--- src/rtl/core/sstq_pkg.sv ---
// Shared types and constants of the sorted sleep timer queue.
package sstq_pkg;

    localparam int TIME_W    = 32;
    localparam int UNITS_W   = 16;
    localparam int TPU_W     = 16;
    localparam int TAG_MAX_W = 16;

    localparam logic [TPU_W-1:0] TPU_RESET = TPU_W'(100);

    localparam logic REQ_PAUSE = 1'b0;
    localparam logic REQ_TICK  = 1'b1;

    localparam logic KIND_WOKEN  = 1'b0;
    localparam logic KIND_REJECT = 1'b1;

    typedef struct packed {
        logic                 is_tick;
        logic [TAG_MAX_W-1:0] tag;
        logic [TIME_W-1:0]    stamp;
    } t_cmd;

    typedef struct packed {
        logic full;
        logic empty;
    } t_q_status;

endpackage

--- src/rtl/core/sstq_if.sv ---


interface sstq_res_if #(
    parameter int TAG_BITS = 8
);
    logic                valid;
    logic                ready;
    logic                result_kind;
    logic [TAG_BITS-1:0] woken_tag;
    logic                last_of_run;

    modport source (output valid, result_kind, woken_tag, last_of_run, input ready);
    modport sink (input valid, result_kind, woken_tag, last_of_run, output ready);
endinterface


--- src/rtl/core/sstq_back.sv ---
// Back end: sorted wake-time store, insertion, expiry pops and result register.
module sstq_back
    import sstq_pkg::*;
#(
    parameter int QUEUE_DEPTH = 16,
    parameter int TAG_BITS    = 8
) (
    input  logic       i_clk,
    input  logic       i_rst_n,
    input  logic       i_cmd_valid,
    input  t_cmd       i_cmd,
    output logic       o_pop,
    sstq_res_if.source o_res
);

    localparam int CW = $clog2(QUEUE_DEPTH + 1);

    logic [TIME_W-1:0]   r_wake [QUEUE_DEPTH];
    logic [TAG_BITS-1:0] r_tag  [QUEUE_DEPTH];
    logic [CW-1:0]       r_count;
    logic                r_out_valid;
    logic                r_out_kind;
    logic [TAG_BITS-1:0] r_out_tag;
    logic                r_out_last;

    logic [QUEUE_DEPTH-1:0] w_le;
    logic [TAG_BITS-1:0]    w_cmd_tag;
    logic                   w_slot_ok;
    logic                   w_full;
    logic                   w_head_due;
    logic                   w_next_due;
    logic                   w_ins;
    logic                   w_shift;
    logic                   w_emit;
    logic                   w_kind;
    logic [TAG_BITS-1:0]    w_etag;
    logic                   w_last;

    assign w_cmd_tag  = i_cmd.tag[TAG_BITS-1:0];
    assign w_slot_ok  = !r_out_valid || o_res.ready;
    assign w_full     = (r_count == CW'(QUEUE_DEPTH));
    assign w_head_due = (r_count != '0) && (r_wake[0] <= i_cmd.stamp);
    assign w_next_due = (r_count > CW'(1)) && (r_wake[1] <= i_cmd.stamp);

    always_comb begin
        for (int i = 0; i < QUEUE_DEPTH; i++) begin
            w_le[i] = (CW'(i) < r_count) && (r_wake[i] <= i_cmd.stamp);
        end
    end

    always_comb begin
        o_pop   = 1'b0;
        w_ins   = 1'b0;
        w_shift = 1'b0;
        w_emit  = 1'b0;
        w_kind  = KIND_WOKEN;
        w_etag  = r_tag[0];
        w_last  = 1'b0;
        if (i_cmd_valid) begin
            if (i_cmd.is_tick == REQ_PAUSE) begin
                if (!w_full) begin
                    w_ins = 1'b1;
                    o_pop = 1'b1;
                end else if (w_slot_ok) begin
                    w_emit = 1'b1;
                    w_kind = KIND_REJECT;
                    w_etag = w_cmd_tag;
                    w_last = 1'b1;
                    o_pop  = 1'b1;
                end
            end else begin
                if (!w_head_due) begin
                    o_pop = 1'b1;
                end else if (w_slot_ok) begin
                    w_emit  = 1'b1;
                    w_shift = 1'b1;
                    w_last  = !w_next_due;
                    o_pop   = !w_next_due;
                end
            end
        end
    end

    // insert after equal wake times, or advance the whole row by one on a pop
    always_ff @(posedge i_clk) begin
        for (int i = 0; i < QUEUE_DEPTH; i++) begin
            if (w_ins && !w_le[i]) begin
                if (i == 0 || w_le[(i == 0) ? 0 : i - 1]) begin
                    r_wake[i] <= i_cmd.stamp;
                    r_tag[i]  <= w_cmd_tag;
                end else begin
                    r_wake[i] <= r_wake[(i == 0) ? 0 : i - 1];
                    r_tag[i]  <= r_tag[(i == 0) ? 0 : i - 1];
                end
            end else if (w_shift && i < QUEUE_DEPTH - 1) begin
                r_wake[i] <= r_wake[(i < QUEUE_DEPTH - 1) ? i + 1 : i];
                r_tag[i]  <= r_tag[(i < QUEUE_DEPTH - 1) ? i + 1 : i];
            end
        end
    end

    always_ff @(posedge i_clk) begin
        if (!i_rst_n) begin
            r_count     <= '0;
            r_out_valid <= 1'b0;
        end else begin
            if (w_ins) begin
                r_count <= r_count + CW'(1);
            end else if (w_shift) begin
                r_count <= r_count - CW'(1);
            end
            if (w_slot_ok) begin
                r_out_valid <= w_emit;
            end
        end
    end

    always_ff @(posedge i_clk) begin
        if (w_emit) begin
            r_out_kind <= w_kind;
            r_out_tag  <= w_etag;
            r_out_last <= w_last;
        end
    end

    assign o_res.valid       = r_out_valid;
    assign o_res.result_kind = r_out_kind;
    assign o_res.woken_tag   = r_out_tag;
    assign o_res.last_of_run = r_out_last;

endmodule

--- src/flat_wrapper.sv ---
// flat-port wrapper written by rule: the top's interface ports become plain ports
module sstq_back_flat import sstq_pkg::*;
#(
    parameter int QUEUE_DEPTH = 16,
    parameter int TAG_BITS    = 8
)
  (i_clk, i_rst_n, i_cmd_valid, i_cmd, o_pop, o_res_valid, o_res_result_kind, o_res_woken_tag, o_res_last_of_run, o_res_ready);
  sstq_res_if #(.TAG_BITS(TAG_BITS)) o_res_i ();
  input  logic i_clk;
  input  logic i_rst_n;
  input  logic i_cmd_valid;
  input  t_cmd i_cmd;
  output logic o_pop;
  output wire logic [$bits(o_res_i.valid)-1:0] o_res_valid;
  output wire logic [$bits(o_res_i.result_kind)-1:0] o_res_result_kind;
  output wire logic [$bits(o_res_i.woken_tag)-1:0] o_res_woken_tag;
  output wire logic [$bits(o_res_i.last_of_run)-1:0] o_res_last_of_run;
  input wire logic [$bits(o_res_i.ready)-1:0] o_res_ready;
  assign o_res_valid = o_res_i.valid;
  assign o_res_result_kind = o_res_i.result_kind;
  assign o_res_woken_tag = o_res_i.woken_tag;
  assign o_res_last_of_run = o_res_i.last_of_run;
  assign o_res_i.ready = o_res_ready;
  sstq_back #(.QUEUE_DEPTH(QUEUE_DEPTH), .TAG_BITS(TAG_BITS)) u_core (.i_clk(i_clk), .i_rst_n(i_rst_n), .i_cmd_valid(i_cmd_valid), .i_cmd(i_cmd), .o_pop(o_pop), .o_res(o_res_i));
endmodule
--- config.mk ---
export PLATFORM = sky130hd
export DESIGN_NAME = sstq_back_flat
export DESIGN_NICKNAME = d
export VERILOG_FILES = /design/src/rtl/core/sstq_pkg.sv /design/src/rtl/core/sstq_if.sv /design/src/rtl/core/sstq_back.sv /design/src/flat_wrapper.sv
export SDC_FILE = /design/constraint.sdc
export NUM_CORES = 2
export LEC_CHECK = 0
export BUFFER_PORTS_ARGS = -buffer_cell sky130_fd_sc_hd__buf_2
export CORE_UTILIZATION = 61
export CTS_BUF_LIST = sky130_fd_sc_hd__clkbuf_8 sky130_fd_sc_hd__clkbuf_16
export CTS_CLUSTER_DIAMETER = 30
export DETAILED_ROUTE_END_ITERATION = 6
export GPL_TIMING_DRIVEN = 0
export PLACE_DENSITY = 0.78
export SYNTH_ARGS = -nofsm -noshare
export SYNTH_HDL_FRONTEND = slang
export SYNTH_SLANG_ARGS = --single-unit
--- constraint.sdc ---
create_clock -name i_clk -period 6.1 [get_ports i_clk]
set_clock_uncertainty 0.1 [all_clocks]
set_input_delay 0.61 -clock i_clk [delete_from_list [all_inputs] [get_ports i_clk]]
set_output_delay 0.61 -clock i_clk [all_outputs]
set_load 0.01 [all_outputs]
### Yosys cells after proc, flatten, opt, wreduce, memory -nomap -nowiden

Memory sizes are Yosys's and may differ from the RTL's.
Cells that the tools add are included.

| storage, ports and cells | value |
|---|---|
| flip-flop bits (word level) | 16 |
| RAM bits | 640 |
| input port bits | 53 |
| output and inout bits | 12 |
| logic and storage cells | 366 |
| memories | 2 |

Memory list:

| memory | depth | width | read ports | clocked after memory_dff | wr ports | line | source |
|---|---|---|---|---|---|---|---|
| u_core.r_wake | 16 | 32 | 16 | 0 | 16 | sstq_back.sv:18 | `logic [TIME_W-1:0] r_wake [QUEUE_DEPTH];` |
| u_core.r_tag | 16 | 8 | 16 | 0 | 16 | sstq_back.sv:19 | `logic [TAG_BITS-1:0] r_tag [QUEUE_DEPTH];` |

| operators by class | value |
|---|---|
| add/sub/neg operators | 2 |
| order comparisons | 33 |
| eq/ne operators | 1 |
| muxes and demuxes | 206 |
| bitwise gates (word level) | 61 |
| reduce and logical (&&, ||, !) cells | 56 |

Operator list:

| kind | number |
|---|---|
| 32-bit two-way mux | 30 |
| 32-bit less-or-equal comparator | 16 |
| 8-bit two-way mux | 34 |
| 1-bit two-way mux | 140 |
| 1-bit OR | 60 |
| 4-bit by 5-bit less-than comparator with 1-bit output (first input constant) | 8 |
| 1-bit logical AND | 34 |
| 3-bit by 5-bit less-than comparator with 1-bit output (first input constant) | 4 |
| 1-bit zero test | 18 |
| 1-bit by 5-bit less-than comparator with 1-bit output (first input constant) | 2 |
| 2-bit by 5-bit less-than comparator with 1-bit output (first input constant) | 2 |
| 5-bit two-way mux | 2 |
| 5-bit by 1-bit adder with 5-bit output (second input constant) | 1 |
| 5-bit equality test (second input constant) | 1 |
| 5-bit by 1-bit greater-than comparator with 1-bit output (second input constant) | 1 |
| 5-bit nonzero test | 1 |
| 5-bit by 1-bit subtractor with 5-bit output (second input constant) | 1 |
| 2-bit nonzero test | 1 |
| 2-bit OR reduction | 1 |
| 1-bit logical OR | 1 |
| 1-bit inverter | 1 |

### Logic depth before layout (Yosys ltp)

| logic depth | value |
|---|---|
| depth after elaboration | 10 |
| gate-level depth with buffers | 13 |
| mapped depth without buffers | 10 |

### Least setup slack after synthesis

No wires, ideal clock.

| timing | value |
|---|---|
| kind | in2reg |
| start point | input i_cmd[6] (netlist name) |
| end point | memory u_core.r_tag[1][0] (enable) |
| library setup time | 0.493 ns |
| data arrival time | 5.073 ns |
| required time | 5.507 ns |
| path slack | 0.434 ns |
| stages on the path | 9 |
| buffers on the path | 0 |
| cell sequence | inv_1 > ha_1 > nand4_1 > nor4_1 > o21ai_0 > o211ai_1 > a21oi_1 > or2_2 > o21ai_0 |

RTL lines:

| item | line | source |
|---|---|---|
| start, declared | flat_wrapper.sv:12 | `input t_cmd i_cmd;` |
| end, declared | sstq_back.sv:19 |  |

==> impl_metrics.tcl <==
set metrics [dict create \
    hpwl_um 111100 \
    end_kind "flip-flop" \
    clk_path_buf_depth 3 \
    seq_area_frac_synth_pct 46.96 \
    grt_pass1_wl_um 223700 \
    synth_fp_nets 4300 \
    hold_ws_ns 0.1326 \
    fin_crit_ns 6.055 \
    ir_worst_vdd_v 0.0002540 \
    viasPerCell 7.514 \
    ys_seq_elements 656 \
    crit_arrival_ns 6.30 \
    fp.coreArea_sq_um 67510 \
    cts_root_buffer "clkbuf_16" \
    die-area_sq_um 69610 \
    synth_warnings 0 \
    syn_inst 3732 \
    synth_edf_count 650 \
    io_pins 65 \
    combPwrFrac_pct 15.8 \
    crit_type "input pin to flip-flop" \
    yosysTopAreaCellShare_pct 46.67 \
    total_power_mw 16.67 \
    p_int_mw 11.81 \
    portBuffers 49 \
    p_leak_nw 18.75 \
    clock.fmax_mhz 165.2 \
    grt_max_degree 41 \
    yosysTopAreaCell "edfxtp_1" \
    cts_resized 0 \
    share_clk_of_total_power_pct 48.4 \
    synth_area_leaders "edfxtp_1 47%, ha_1 15%, a22oi_1 4.5%" \
    wl_per_cell_um 30.71 \
    clock_insertion_delay_worst_skew_ns 0.74 \
    hold_viol 0 \
    clkTransAtPathRegs_ns 0.04 \
    dpl_cell_area_sq_um 43580 \
    outcome "finished, final reports clean" \
    die_h_um 263.8 \
    netlist_area_sq_um 41820 \
    drtAntennaViolNets 0 \
    dr.pass1.iters 6 \
    final_cell_mix "650 x edfxtp_1, 515 x ha_1, 315 x o21ai_0" \
    h-tree-depth 4 \
    power_frac_seq_pct 35.8 \
    nets 4517 \
    gr-total-overflow 0 \
    route.detailed.drc 0 \
    grt_pass1_vias 35059 \
    fin_crit_sh_pct 99.26 \
    power_density_nw_per_um2 342.6 \
    drt_iter0_markers 6348 \
    hold_class "input pin to flip-flop" \
    avgSynthCellArea_sq_um 11.21 \
    async_flop_share_pct 0 \
    layout_commonest_cell "edfxtp_1" \
    slew_violations 0 \
    cts_hold_buffers 0 \
    p_sw_share_pct 29.14 \
    wl_um 151900 \
    drive_gt1_share_pct 12.87 \
    grt_usage_pct 43.01 \
    tritoncts "built" \
    die-width_um 263.8 \
    startpoint_type "input pin" \
    numCtsBuffers 151 \
    tightest_slew_ns 1.380 \
    antenna_found_initial 2 \
    cp_max_fo 40 \
    start_util_pct 61.95 \
    place.gp.congestion 0.9750 \
    cp.required_ns 6.34 \
    area_delta_synth_final_pct 16.31 \
    setup_viol 0 \
    yosys_most_used_dff "edfxtp_1" \
    switchingPower_mw 4.856 \
    row_count 95 \
    final_cell_area_sq_um 48650 \
    max_slew_margin_pct 7.372 \
    cap_violations 0 \
    cts_setup_buffers 0 \
    grt_setup_unrepaired "no" \
    ys_types 67 \
    clock-sinks 656 \
    n_fill_cell 4701 \
    num_vias 37177 \
]
synth_stat cells (86+ instances only):
library cell  instances
nand2_1             235
nand4_1             120
nor3_1               93
clkbuf_1            125
a22oi_1             248
edfxtp_1            650
a21oi_1             293
o21ai_0             321
buf_2                86
ha_1                515
nor2_1              119
a221o_1             152
through the flow:
| stage | utilization [%] | TNS (ns) | worst slack (ns) | instances |
|---|---|---|---|---|
| floorplan | - | 0 | 0.4338 | 3732 |
| global route | 72.04 | 0 | 0.05307 | 4946 |
| global placement | 63.93 | -1087.17 | -4.392 | 4654 |
| CTS | 72.03 | 0 | 0.03973 | 4946 |
| finish | 72.05 | 0 | 0.04504 | 4948 |
| detailed placement | 64.55 | -46.35 | -0.6881 | 4669 |
path summary, 6_finish.rpt:
path	slack (ns)	startpoint	cells past startpoint	to
setup reg to reg	0.38	u_core.r_wake[0][7]	10	u_core.r_wake[6][1]
setup / recovery	0.05	i_cmd[5]	12	u_core.r_wake[6][1]
hold / removal	0.13	i_rst_n	2	u_core.r_count[4]
hold reg to reg	0.44	u_core.r_tag[1][0]	2	u_core.r_tag[0][0]
logic make-up (layout without fill, tap and decap cells):
group                      count (synthesis)  in the layout  synth area share, %
other                                      0              2                    0
DFF                                      656            656                46.96
AOI/OAI and AO/OA                       1407           1407                22.80
xor gates and xnor gates                   2              2              0.04189
adders and majority gates                515            515                15.41
buffers and inverters                    298            639                3.075
and+or+nand+nor                          727            727                8.532
muxes                                    127            127                3.183
state kept, by name, summed over array words and instances, names as in the netlist:
name,count
u_core.r_wake,512
u_core.r_tag,128
u_core.o_res.woken_tag,8
u_core.r_count,5
u_core.o_res.last_of_run,1
u_core.o_res.result_kind,1
u_core.o_res.valid,1
layout make-up:
cell class	count	area (sq um)	area share (%)
multi-input combinational	2778	21000	43.17
sequential	656	19640	40.37
clock buffer	154	3854	7.922
clock inverter	123	1202	2.472
tap	873	1092	2.245
buffer	225	1012	2.081
timing repair buffer	64	568.0	1.168
inverter	73	274.0	0.5633
antenna	2	5.005	0.01029
per-layer routing:
metal  up-vias  track usage (%)  share of wire, %
met5         -                0            0.0079
met3       537            11.42                15
li1      15582                -                 -
met2      3297            60.89                41
met1     17759            59.28                37
met4         2            25.49               6.6
worst max-delay path, stage by stage:
cell and delay [ns]:
buf_2 0.20, inv_1 0.45, ha_1 0.51, nand4_1 0.24
nor4_1 0.73, nand2b_1 0.21, a31oi_1 0.14, nor4_1 0.82
buf_2 0.48, clkbuf_1 0.68, buf_2 0.50, or2_4 0.66
power by group through the flow:
stage / combinational, mW / sequential [mW] / clock, mW
after floorplan: 1.64 / 5.87 / 0
after global placement: 2.32 / 6.06 / 0
after detailed placement: 2.48 / 6.02 / 0
after CTS: 2.52 / 5.95 / 8.01
after global routing: 2.83 / 5.99 / 8.25
final: 2.63 / 5.97 / 8.06
Power figures use the tool's default switching activity.
