$ cat src/rtl/core/sstq_pkg.sv
// Shared types and constants of the sorted sleep timer queue.
package sstq_pkg;

    localparam int TIME_W    = 32;
    localparam int UNITS_W   = 16;
    localparam int TPU_W     = 16;
    localparam int TAG_MAX_W = 16;

    localparam logic [TPU_W-1:0] TPU_RESET = TPU_W'(100);

    localparam logic REQ_PAUSE = 1'b0;
    localparam logic REQ_TICK  = 1'b1;

    localparam logic KIND_WOKEN  = 1'b0;
    localparam logic KIND_REJECT = 1'b1;

    typedef struct packed {
        logic                 is_tick;
        logic [TAG_MAX_W-1:0] tag;
        logic [TIME_W-1:0]    stamp;
    } t_cmd;

    typedef struct packed {
        logic full;
        logic empty;
    } t_q_status;

endpackage

$ cat src/rtl/core/sstq_cmd_fifo.sv
// Two-entry command queue between front end and sorted store.
module sstq_cmd_fifo
    import sstq_pkg::*;
(
    input  logic      i_clk,
    input  logic      i_rst_n,
    input  logic      i_push,
    input  t_cmd      i_cmd,
    input  logic      i_pop,
    output t_cmd      o_cmd,
    output t_q_status o_status
);

    localparam int DEPTH = 2;
    localparam int PW    = $clog2(DEPTH);
    localparam int CW    = $clog2(DEPTH + 1);

    t_cmd          r_mem [DEPTH];
    logic [PW-1:0] r_wr_ptr;
    logic [PW-1:0] r_rd_ptr;
    logic [CW-1:0] r_cnt;
    logic          w_push;
    logic          w_pop;

    assign o_status.full  = (r_cnt == CW'(DEPTH));
    assign o_status.empty = (r_cnt == '0);
    assign w_push = i_push && !o_status.full;
    assign w_pop  = i_pop && !o_status.empty;
    assign o_cmd  = r_mem[r_rd_ptr];

    always_ff @(posedge i_clk) begin
        if (w_push) begin
            r_mem[r_wr_ptr] <= i_cmd;
        end
    end

    always_ff @(posedge i_clk) begin
        if (!i_rst_n) begin
            r_wr_ptr <= '0;
            r_rd_ptr <= '0;
            r_cnt    <= '0;
        end else begin
            if (w_push) begin
                r_wr_ptr <= r_wr_ptr + PW'(1);
            end
            if (w_pop) begin
                r_rd_ptr <= r_rd_ptr + PW'(1);
            end
            if (w_push && !w_pop) begin
                r_cnt <= r_cnt + CW'(1);
            end else if (w_pop && !w_push) begin
                r_cnt <= r_cnt - CW'(1);
            end
        end
    end

endmodule

$ cat config.mk
export PLATFORM = sky130hd
export DESIGN_NAME = sstq_cmd_fifo
export DESIGN_NICKNAME = d
export VERILOG_FILES = /design/src/rtl/core/sstq_pkg.sv /design/src/rtl/core/sstq_cmd_fifo.sv
export SDC_FILE = /design/constraint.sdc
export NUM_CORES = 1
export LEC_CHECK = 0
export BUFFER_PORTS_ARGS = -buffer_cell sky130_fd_sc_hd__buf_2
export CORE_MARGIN = 2
export CORE_UTILIZATION = 32
export DETAILED_ROUTE_END_ITERATION = 16
export PLACE_DENSITY_LB_ADDON = 0.05
export SLEW_MARGIN = 20
export SYNTH_ARGS = -nofsm -noshare
export SYNTH_HDL_FRONTEND = slang
export SYNTH_SLANG_ARGS = --single-unit
$ cat constraint.sdc
create_clock -name i_clk -period 4.33 [get_ports i_clk]
set_input_delay 0.866 -clock i_clk [delete_from_list [all_inputs] [get_ports i_clk]]
set_output_delay 0.866 -clock i_clk [all_outputs]
set_load 0.01 [all_outputs]
Word-level counts from Yosys, hierarchy flattened
Memory sizes are Yosys's and may differ from the RTL's. A register that Yosys moved wholly into a read port is not among the register bits.
Cells that the tools add are included.
Widths: inputs -> output; s select.
- word-level logic and storage cells: 25
- output and inout port bits: 51
- bits in registers: 4
- memory bits (writable): 98
- input port bits: 53
- memories kept: 1
- muxes and demuxes: 6
- reductions and logical operators: 10
- add/subtract/negate cells: 4
- eq/ne operators: 1
- memories (memory ; depth ; width ; rd ports ; clocked after memory_dff ; wr ports ; line ; text):
    r_mem ; 2 ; 49 ; 1 ; 1 ; 1 ; sstq_cmd_fifo.sv:18 ; t_cmd r_mem [DEPTH];
- operator list (kind ; count):
    $logic_and 1x1->1 ; 4
    $logic_not 1->1 ; 4
    $mux 1 ; 4
    $mux 2 ; 2
    $add 1x1->1 const B ; 2
    $add 2x1->2 const B ; 1
    $eq 2x2->1 const B ; 1
    $logic_not 2->1 ; 1
    $reduce_bool 2->1 ; 1
    $sub 2x1->2 const B ; 1

Logic depth before layout (Yosys ltp)
Gate-level depths: netlist of the first run.
- word-level depth: 7
- mapped depth: 7
- gate-level depth less buffers: 7

Worst setup path after synthesis of the first run
No wires, ideal clock.
- path kind: in2reg
- start: input port i_push
- end: memory r_mem[0][0] (netlist bit) (enable)
- setup slack: 0.996 ns
- arrival time: 2.885 ns
- stages: 2
- library setup time: 0.449 ns
- required time: 3.881 ns
- path buffers: 0
- path through: inv_1 -> nor3_2
- word-level cells in the longest chain between the ends: 3
- RTL lines (what ; line ; text):
    from (decl) ; sstq_cmd_fifo.sv:7 ; input logic i_push,
    $logic_and 1x1->1 ; sstq_cmd_fifo.sv:27 ; assign w_push = i_push && !o_status.full;
    $mux 1 ; sstq_cmd_fifo.sv:32 ; if (w_push) begin
    $mux 1 (implied by the code) ; sstq_cmd_fifo.sv:33 ; r_mem[r_wr_ptr] <= i_cmd;
    to (decl) ; sstq_cmd_fifo.sv:18 ;
Every way passes these cells.

==> results of run 1 <==
[path summary, 6_finish.rpt]
path / startpoint / endpoint / slack (ps) / cells after the start
max: flip-flop / o_cmd[41] / 1490 / 3
min: r_cnt[1] / r_cnt[1] / 530 / 2
max reg2reg: r_cnt[0] / r_mem[1][19] / 2330 / 3
min reg2reg: r_cnt[1] / r_cnt[1] / 530 / 2
[synthesized netlist by cell type (2+ instances only)]
| master | number | area share |
|---|---|---|
| mux2_1 | 10 | 0.030 |
| nor2_1 | 2 | 0.0020 |
| buf_2 | 3 | 0.0040 |
| edfxtp_1 | 98 | 0.78 |
| mux2_2 | 39 | 0.12 |
| and2_1 | 3 | 0.0050 |
| dfxtp_1 | 5 | 0.027 |
| xnor2_1 | 2 | 0.0047 |
[logic make-up (layout without fill, tap and decap cells)]
group | after synthesis | in the layout | synth area share
xor gates and xnor gates | 3 | 3 | 0.00698
DFF | 103 | 103 | 0.809
muxes | 49 | 49 | 0.147
adders and majority gates | 1 | 1 | 0.00333
and+or+nand+nor | 9 | 9 | 0.0146
AOI/OAI and AO/OA | 5 | 5 | 0.00865
buffers and inverters | 7 | 122 | 0.0110
[where the power goes]
part           total [µW]  internal, µW  switching, µW
logic                 644           313            331
registers            1330          1250           72.9
clock network         745           437            307
total                2720          2000            712
[through the flow]
| step | power (µW) | instance area (µm²) |
|---|---|---|
| final | 2720 | 4730 |
| after global routing | 2870 | 4730 |
| after CTS | 2770 | 4730 |
| after detailed placement | 2020 | 4460 |
| after global placement | 2020 | 4460 |
| after floorplan | 1750 | 3760 |
[critical path: stages, from the launching register on]
cell and delay (ps):
dfxtp_2 800, buf_4 330, mux2_2 360, buf_2 140
[flip-flops by register name, summed over array words and instances (netlist names), named ones only]
register  flops
r_rd_ptr      1
r_mem        98
r_wr_ptr      1
r_cnt         2
[area by class of cell]
cell class	instances	area [µm²]
well taps	143	179
clock inverters	2	35.0
multi-input cells	67	686
fillers	1037	6740
flip-flops and latches	103	3040
clock buffers	11	233
repair buffers	107	546
inverters	2	7.51
[per-layer routing]
| metal | wire length (µm) | track usage | up-vias |
|---|---|---|---|
| met5 | 0 | 0 | - |
| met4 | 102 | 0.0390 | 0 |
| met3 | 572 | 0.0508 | 8 |
| met2 | 3410 | 0.190 | 70 |
| met1 | 2760 | 0.123 | 926 |
| li1 | - | - | 914 |
==> results.sh, run 1 <==
export IMPL_outcome="finished clean"
export IMPL_worstSetupPathType="reg -> out"
export IMPL_synth_distinct_cells=23
export IMPL_yosys_warnings=0
export IMPL_die_height_um=112
export IMPL_fp_row_count=39
export IMPL_cts_resized=0
export IMPL_power_density_nw_per_um2=574
export IMPL_leakage_uw=0.00176
export IMPL_min_path_type="reg -> reg"
export IMPL_finalCritPeriodShare=0.656
export IMPL_io_pins=104
export IMPL_drt_iter0_markers=100
export IMPL_num_antenna_cells=0
export IMPL_netlist_area_um2=3760
export IMPL_final_common_cell="buf_2"
export IMPL_cts_tree="done"
export IMPL_finalHoldViolCount=0
export IMPL_io_buffers=103
export IMPL_htreeDepth=3
export IMPL_drt_wl_total_um=6850
export IMPL_max_clock_freq_ghz=0.352
export IMPL_grt_pass1_vias=2043
export IMPL_setup_slack_ps=1490
export IMPL_gr_total_overflow=0
export IMPL_root_buffer="clkbuf_16"
export IMPL_clock_sinks=103
export IMPL_postCtsSetupRepairBufs=0
export IMPL_clock_skew_ps=4.29
export IMPL_crit_path_start_kind="flip-flop"
export IMPL_tightest_slew_ps=720
export IMPL_rsz0062_at_grt="no"
export IMPL_layout_nets=344
export IMPL_vias=1918
export IMPL_ctsLongestPathBuffers=2
export IMPL_ys_flop_type="edfxtp_1"
export IMPL_cts_hold_buf=0
export IMPL_setup_viol=0
export IMPL_final_layout_size_suffix_gt1_frac=0.551
export IMPL_initial_core_util=0.328
export IMPL_arrival_ps=1980
export IMPL_gp_congestion=0.688
export IMPL_period_needed_ps=2840
export IMPL_synthArstFlopShare=0
export IMPL_drtAntennaViolNets=0
export IMPL_maxCapViolations=0
export IMPL_holdWs_ps=529
export IMPL_syn_area_per_cell_um2=21.3
export IMPL_slew_headroom=0.520
export IMPL_numCtsBuffers=9
export IMPL_required_ps=3460
export IMPL_die_x_um=112
export IMPL_antenna_found_initial=0
export IMPL_critPathMaxFanout=28
export IMPL_drv_slew=0
export IMPL_grt_usage=0.111
export IMPL_post_route_util=0.412
export IMPL_pre_cts_ws_ps=1770
export IMPL_layout_common_cells="buf_2 (103), edfxtp_1 (98), mux2_2 (39)"
export IMPL_grt_start_max_net_pins=43
export IMPL_dieArea_um2=12600
export IMPL_syn2layout_area_growth_pct=25.7
export IMPL_final_cell_count_no_fill=435
export IMPL_vias_per_cell=4.41
export IMPL_syn_inst=177
export IMPL_dp_hpwl_um=4500
export IMPL_grt_pass1_wl_um=10500
export IMPL_worstSkewPairLatency_ps=330
export IMPL_setup_tns_final_ps=0
export IMPL_clkTransAtPathRegs_ps=60
export IMPL_drc=0
export IMPL_yosysSeqAreaShare=0.809
export IMPL_dp_cells=422
export IMPL_coreArea_um2=11500
export IMPL_dr_pass1_iters=4
export IMPL_wl_per_cell_um=15.7
export IMPL_ir_worst_vdd_mv=0.405
export IMPL_worst_setup_path_end_kind="output port"
export IMPL_ys_ff_latch=103
export IMPL_syn_nets=231
export IMPL_synth_edff_count=98
Note: power is estimated with default switching activity, not from simulation.
==> inputs of run 2 (changes only) <==
--- a/config.mk
+++ b/config.mk
@@ -5,6 +5,7 @@
 export SDC_FILE = /design/constraint.sdc
 export NUM_CORES = 1
 export LEC_CHECK = 0
+export ABC_AREA = 1
 export BUFFER_PORTS_ARGS = -buffer_cell sky130_fd_sc_hd__buf_2
 export CORE_MARGIN = 2
 export CORE_UTILIZATION = 32
==> constraint.sdc (replaced) <==
create_clock -name i_clk -period 2.8 [get_ports i_clk]
set_input_delay 0.56 -clock i_clk [delete_from_list [all_inputs] [get_ports i_clk]]
set_output_delay 0.56 -clock i_clk [all_outputs]
set_load 0.01 [all_outputs]
==> run 2 against run 1 <==
  * Utilization increased by 0.51 points
  * Highest routed layer unchanged
  * Global-route usage increased by 0.45 points
  * Worst setup slack got worse by 820 ps
==> results.sh, run 2 <==
export IMPL_timing_reg2reg_setup_slack_ps=1050
export IMPL_p_seq_frac=0.479
export IMPL_wl_per_cell_um=15.4
export IMPL_synth_edff_count=98
export IMPL_wl_met1_um=2950
export IMPL_drc=0
export IMPL_final_cell_count_no_fill=453
export IMPL_htreeDepth=3
export IMPL_worstRegToRegCells=9
export IMPL_synth_top_area_frac=0.770
export IMPL_leakage_uw=0.00183
export IMPL_crit_path_start_kind="flip-flop"
export IMPL_drt_iter0_markers=103
export IMPL_fillers=1070
export IMPL_drt_wl_total_um=6960
export IMPL_period_needed_ps=2130
export IMPL_grt_usage=0.116
export IMPL_antenna_found_initial=0
export IMPL_synthTopCellsByCount="edfxtp_1 (98), mux2_2 (39), nor2_1 (11)"
export IMPL_ys_ff_latch=103
export IMPL_initial_core_util=0.332
export IMPL_numCtsBuffers=9
export IMPL_dp_cells=437
export IMPL_arrival_ps=1570
export IMPL_dp_hpwl_um=4610
export IMPL_layout_nets=359
export IMPL_drv_slew=0
export IMPL_multi_input_area_um2=712
export IMPL_gp_congestion=0.691
export IMPL_slew_headroom=0.616
export IMPL_worstSetupPathType="reg -> out"
export IMPL_tightest_slew_ps=573
export IMPL_required_ps=2240
export IMPL_vias_per_cell=4.45
export IMPL_r2r_end="r_cnt[1]"
export IMPL_dr_pass1_iters=4
export IMPL_netSwitchingPower_uw=1090
export IMPL_top_regs="r_mem: 98 flops, r_cnt: 2 flops"
export IMPL_cts_hold_buf=0
export IMPL_final_common_cell="buf_2"
export IMPL_syn2layout_area_growth_pct=25.8
export IMPL_postCtsSetupRepairBufs=0
export IMPL_finalHoldViolCount=0
export IMPL_synth_largest_area_cell="edfxtp_1"
export IMPL_synthMuxAreaShare=0.154
export IMPL_yosys_warnings=0
export IMPL_die_x_um=113
export IMPL_grt_pass1_vias=2123
export IMPL_grt_pass1_wl_um=11000
export IMPL_yosysSeqAreaShare=0.796
export IMPL_netlist_area_um2=3820
export IMPL_synthAdderAreaFrac=0.00327
export IMPL_synthSimpleGateAreaFrac=0.0196
export IMPL_top_layer_used="met4"
export IMPL_rsz0062_at_grt="no"
export IMPL_syn_nets=244
export IMPL_holdWs_ps=410
export IMPL_synth_xor_area_share=0
export IMPL_wl_met2_um=3400
export IMPL_power_density_nw_per_um2=872
export IMPL_setup_viol=0
export IMPL_met3_length_um=516
export IMPL_syn_inst=190
export IMPL_whs_endpoint="r_mem[0][41]"
export IMPL_synth_compound_area_share=0.00524
export IMPL_hold_depth=1
export IMPL_io_buffers=103
export IMPL_drtAntennaViolNets=0
export IMPL_syn_area_per_cell_um2=20.1
export IMPL_worst_setup_path_end_kind="output port"
export IMPL_swShare=0.261
export IMPL_dieArea_um2=12800
export IMPL_combPwrFrac=0.238
export IMPL_regArea_um2=3040
export IMPL_die_height_um=113
export IMPL_ir_worst_vdd_mv=0.415
export IMPL_clkTransAtPathRegs_ps=60
export IMPL_cts_tree="done"
export IMPL_pwr_share_clk=0.283
export IMPL_p_int_uw=3100
export IMPL_layout_common_cells="buf_2 (103), edfxtp_1 (98), mux2_2 (39)"
export IMPL_synth_most_common_cell="edfxtp_1"
export IMPL_maxCapViolations=0
export IMPL_synth_area_leaders="edfxtp_1 (77%), mux2_2 (11%), mux2_4 (3.9%), dfxtp_1 (2.6%), nor2_1 (1.1%)"
export IMPL_rr_startpoint="r_cnt[1]"
export IMPL_ctsLongestPathBuffers=2
export IMPL_largest_reg_flops=98
export IMPL_final_layout_size_suffix_gt1_frac=0.555
export IMPL_finalCritPeriodShare=0.761
export IMPL_max_clock_freq_ghz=0.469
export IMPL_coreArea_um2=11500
export IMPL_grt_start_max_net_pins=33
export IMPL_min_path_type="in -> reg"
export IMPL_critPathMaxFanout=28
export IMPL_synth_top_family_by_area="multiplexers"
export IMPL_cts_resized=0
export IMPL_worstSkewPairLatency_ps=330
export IMPL_outcome="finished clean"
export IMPL_clock_skew_ps=3.93
export IMPL_root_buffer="clkbuf_16"
export IMPL_fp_row_count=39
export IMPL_synthArstFlopShare=0
export IMPL_gr_total_overflow=0
export IMPL_num_antenna_cells=0
export IMPL_synth_distinct_cells=16
export IMPL_clock_sinks=103
export IMPL_ys_flop_type="edfxtp_1"
export IMPL_hold_start="i_cmd[41]"
export IMPL_io_pins=104
export IMPL_vias=2017
export IMPL_largest_register="r_mem"
## run 2: cell types whose count changed in the layout (fill, tap and decap cells not counted), moves of 3 or more
cell / delta
nand2_1: +6
and2_1: -3
inv_1: +8
mux2_1: -10
mux2_4: +10
nor2_1: +7
clkbuf_1: +3
## run 2: critical path: stages, from the launching register on
cell     delay (ps)
dfxtp_2         320
buf_4           370
mux2_2          390
buf_2           140
## run 2: kinds of logic (layout without fill, tap and decap cells)
family                     after synthesis  after routing
DFF                                    103            103
adders and majority gates                1              1
AOI/OAI and AO/OA                        4              4
muxes                                   49             49
and+or+nand+nor                         19             19
buffers and inverters                   14            134
## run 2: worst max path at each step
stage / cells after the start / slack, ps / from / to
detailed placement: 9 / 960 / i_push / r_cnt[1]
global placement: 9 / 980 / i_push / r_cnt[1]
global route: 3 / 560 / flip-flop / o_cmd[48]
CTS: 3 / 620 / flip-flop / o_cmd[48]
finish: 3 / 670 / flip-flop / o_cmd[48]
floorplan: 2 / -380 / i_push / r_mem[0][0]
## run 2: per-stage QoR
| step | util | setup slack (ps) | power [µW] | setup TNS (ps) | instance area [µm²] |
|---|---|---|---|---|---|
| 2_1_floorplan | - | -377 | 2700 | -36920 | 3820 |
| 3_3_place_gp | 0.393 | 978 | 3070 | 0 | 4530 |
| 3_5_place_dp | 0.393 | 965 | 3070 | 0 | 4530 |
| 4_1_cts | 0.418 | 622 | 4270 | 0 | 4810 |
| 5_1_grt | 0.418 | 558 | 4420 | 0 | 4810 |
| 6_report | 0.418 | 668 | 4190 | 0 | 4810 |
## run 2: power groups by stage
stage	logic, µW	clock network (µW)	registers, µW
3_5_place_dp	1030	0	2040
2_1_floorplan	658	0	2040
3_3_place_gp	1030	0	2040
4_1_cts	1030	1230	2010
5_1_grt	1100	1300	2030
6_report	999	1190	2010
## run 2: cell type report
class / count / share of cell area
inverter: 9 / 0.00703
clock inverter: 2 / 0.00729
sequential: 103 / 0.633
timing repair buffer: 109 / 0.117
clock buffer: 14 / 0.0507
tap: 143 / 0.0372
multi-input combinational: 73 / 0.148
## run 2: layer usage
metal / vias to the layer above / GRT usage
li1: 956 / -
met1: 988 / 0.132
met2: 64 / 0.188
met3: 9 / 0.0584
met4: 0 / 0.0415
met5: - / 0
==> inputs of run 3 (changes only) <==
==> constraint.sdc (replaced) <==
create_clock -name i_clk -period 2 [get_ports i_clk]
set_input_delay 0.4 -clock i_clk [delete_from_list [all_inputs] [get_ports i_clk]]
set_output_delay 0.4 -clock i_clk [all_outputs]
set_load 0.01 [all_outputs]
==> run 3 against run 2 <==
  * Critical path type unchanged
  * Utilization grew 0.46 points
  * Sequential power rose by 40%
  * Design area up 1.1%
  * Worst setup slack worse by 510 ps
  * Critical path depth did not move
  * Combinational power increased by 45%
  * Clock skew down 0.60 ps
  * Count of clock-buffer cells in the layout shrank 3
  * Final cell count is the same
  * Wire length decreased by 5.0%
  * Highest routed layer unchanged
  * Power increased by 41%
==> results.sh, run 3 (synthesis results as in run 2) <==
export IMPL_outcome="finished clean"
export IMPL_numCtsBuffers=9
export IMPL_layout_nets=359
export IMPL_cts_tree="done"
export IMPL_grt_pass1_wl_um=10200
export IMPL_critPathMaxFanout=26
export IMPL_arrival_ps=1440
export IMPL_vias=1967
export IMPL_ctsLongestPathBuffers=2
export IMPL_grt_usage=0.108
export IMPL_layout_common_cells="buf_2 (103), edfxtp_1 (98), mux2_2 (39)"
export IMPL_min_path_type="in -> reg"
export IMPL_slew_headroom=0.649
export IMPL_dr_pass1_iters=4
export IMPL_grt_use_met2=0.168
export IMPL_io_pins=104
export IMPL_largest_register="r_mem"
export IMPL_grt_util_met3=0.0616
export IMPL_drt_iter0_markers=57
export IMPL_timing_reg2reg_setup_slack_ps=310
export IMPL_num_antenna_cells=0
export IMPL_use_met1=0.125
export IMPL_wl_per_cell_um=14.6
export IMPL_coreArea_um2=11500
export IMPL_finalHoldViolCount=0
export IMPL_cts_resized=0
export IMPL_period_needed_ps=1840
export IMPL_htreeDepth=3
export IMPL_die_x_um=113
export IMPL_clock_sinks=103
export IMPL_setup_viol=0
export IMPL_antenna_found_initial=0
export IMPL_vias_per_cell=4.34
export IMPL_fp_row_count=39
export IMPL_regArea_um2=3040
export IMPL_power_density_nw_per_um2=1220
export IMPL_drc=0
export IMPL_holdWs_ps=242
export IMPL_final_common_cell="buf_2"
export IMPL_ir_worst_vdd_mv=0.713
export IMPL_clock_skew_ps=3.33
export IMPL_fillers=1074
export IMPL_drv_slew=0
export IMPL_drtAntennaViolNets=0
export IMPL_required_ps=1600
export IMPL_pre_cts_ws_ps=310
export IMPL_max_clock_freq_ghz=0.542
export IMPL_largest_reg_flops=98
export IMPL_worst_setup_path_end_kind="output port"
export IMPL_syn2layout_area_growth_pct=27.2
export IMPL_worstSkewPairLatency_ps=340
export IMPL_grt_start_max_net_pins=32
export IMPL_finalCritPeriodShare=0.922
export IMPL_setup_slack_ps=156
export IMPL_gr_total_overflow=0
export IMPL_multi_input_area_um2=712
export IMPL_tightest_slew_ps=523
export IMPL_io_buffers=103
export IMPL_rsz0062_at_grt="no"
export IMPL_maxCapViolations=0
export IMPL_grt_pass1_vias=2005
export IMPL_grt_busiest_layer="met2"
export IMPL_crit_path_start_kind="flip-flop"
export IMPL_final_layout_size_suffix_gt1_frac=0.561
export IMPL_drt_wl_total_um=6610
export IMPL_top_regs="r_mem: 98 flops, r_cnt: 2 flops"
export IMPL_dieArea_um2=12800
export IMPL_initial_core_util=0.332
export IMPL_leakage_uw=0.00185
export IMPL_worstSetupPathType="reg -> out"
export IMPL_gp_congestion=0.657
export IMPL_postCtsSetupRepairBufs=0
export IMPL_clkTransAtPathRegs_ps=60
export IMPL_die_height_um=113
export IMPL_dp_hpwl_um=4360
export IMPL_cts_hold_buf=0
export IMPL_root_buffer="clkbuf_16"
-- run 3: changes by cell type in the layout (fill, tap and decap cells not counted) --
cell,change
clkinv_1,+1
buf_4,-4
clkbuf_1,-3
clkinv_2,+2
buf_12,+4
-- run 3: area by class of cell --
cell class | instances | area share
well taps | 143 | 0.0368
flip-flops and latches | 103 | 0.626
repair buffers | 109 | 0.126
clock inverters | 5 | 0.0100
inverters | 9 | 0.00695
multi-input cells | 73 | 0.146
clock buffers | 11 | 0.0479
-- run 3: through the flow --
step	instances	utilization	TNS, ps	cell area [µm²]	total power [µW]
floorplan	190	-	-21550	3830	3770
global placement	437	0.398	0	4580	4350
detailed placement	437	0.398	0	4580	4350
CTS	453	0.422	0	4860	6040
global route	453	0.422	0	4860	6250
finish	453	0.422	0	4860	5910
-- run 3: final timing paths --
path,start,to,depth (start not counted)
worst min register to register,r_rd_ptr,flip-flop,2
worst max-delay path,flip-flop,o_cmd[15],3
worst min-delay path,i_cmd[2],r_mem[0][2],1
worst max register to register,r_cnt[1],r_cnt[1],9
-- run 3: critical path: stages (launching register included) --
cell and delay [ps]:
dfxtp_2 370, buf_12 210, mux2_2 360, buf_2 150
-- run 3: layer usage --
metal,share of wire,routed length (µm)
met5,0,0
met4,0.013,86
met3,0.081,536
met2,0.48,3170
met1,0.43,2820
-- run 3: power by group --
group | internal [µW] | switching, µW | total, µW
Combinational | 692 | 762 | 1450
Clock | 959 | 693 | 1650
Sequential | 2730 | 79.7 | 2810
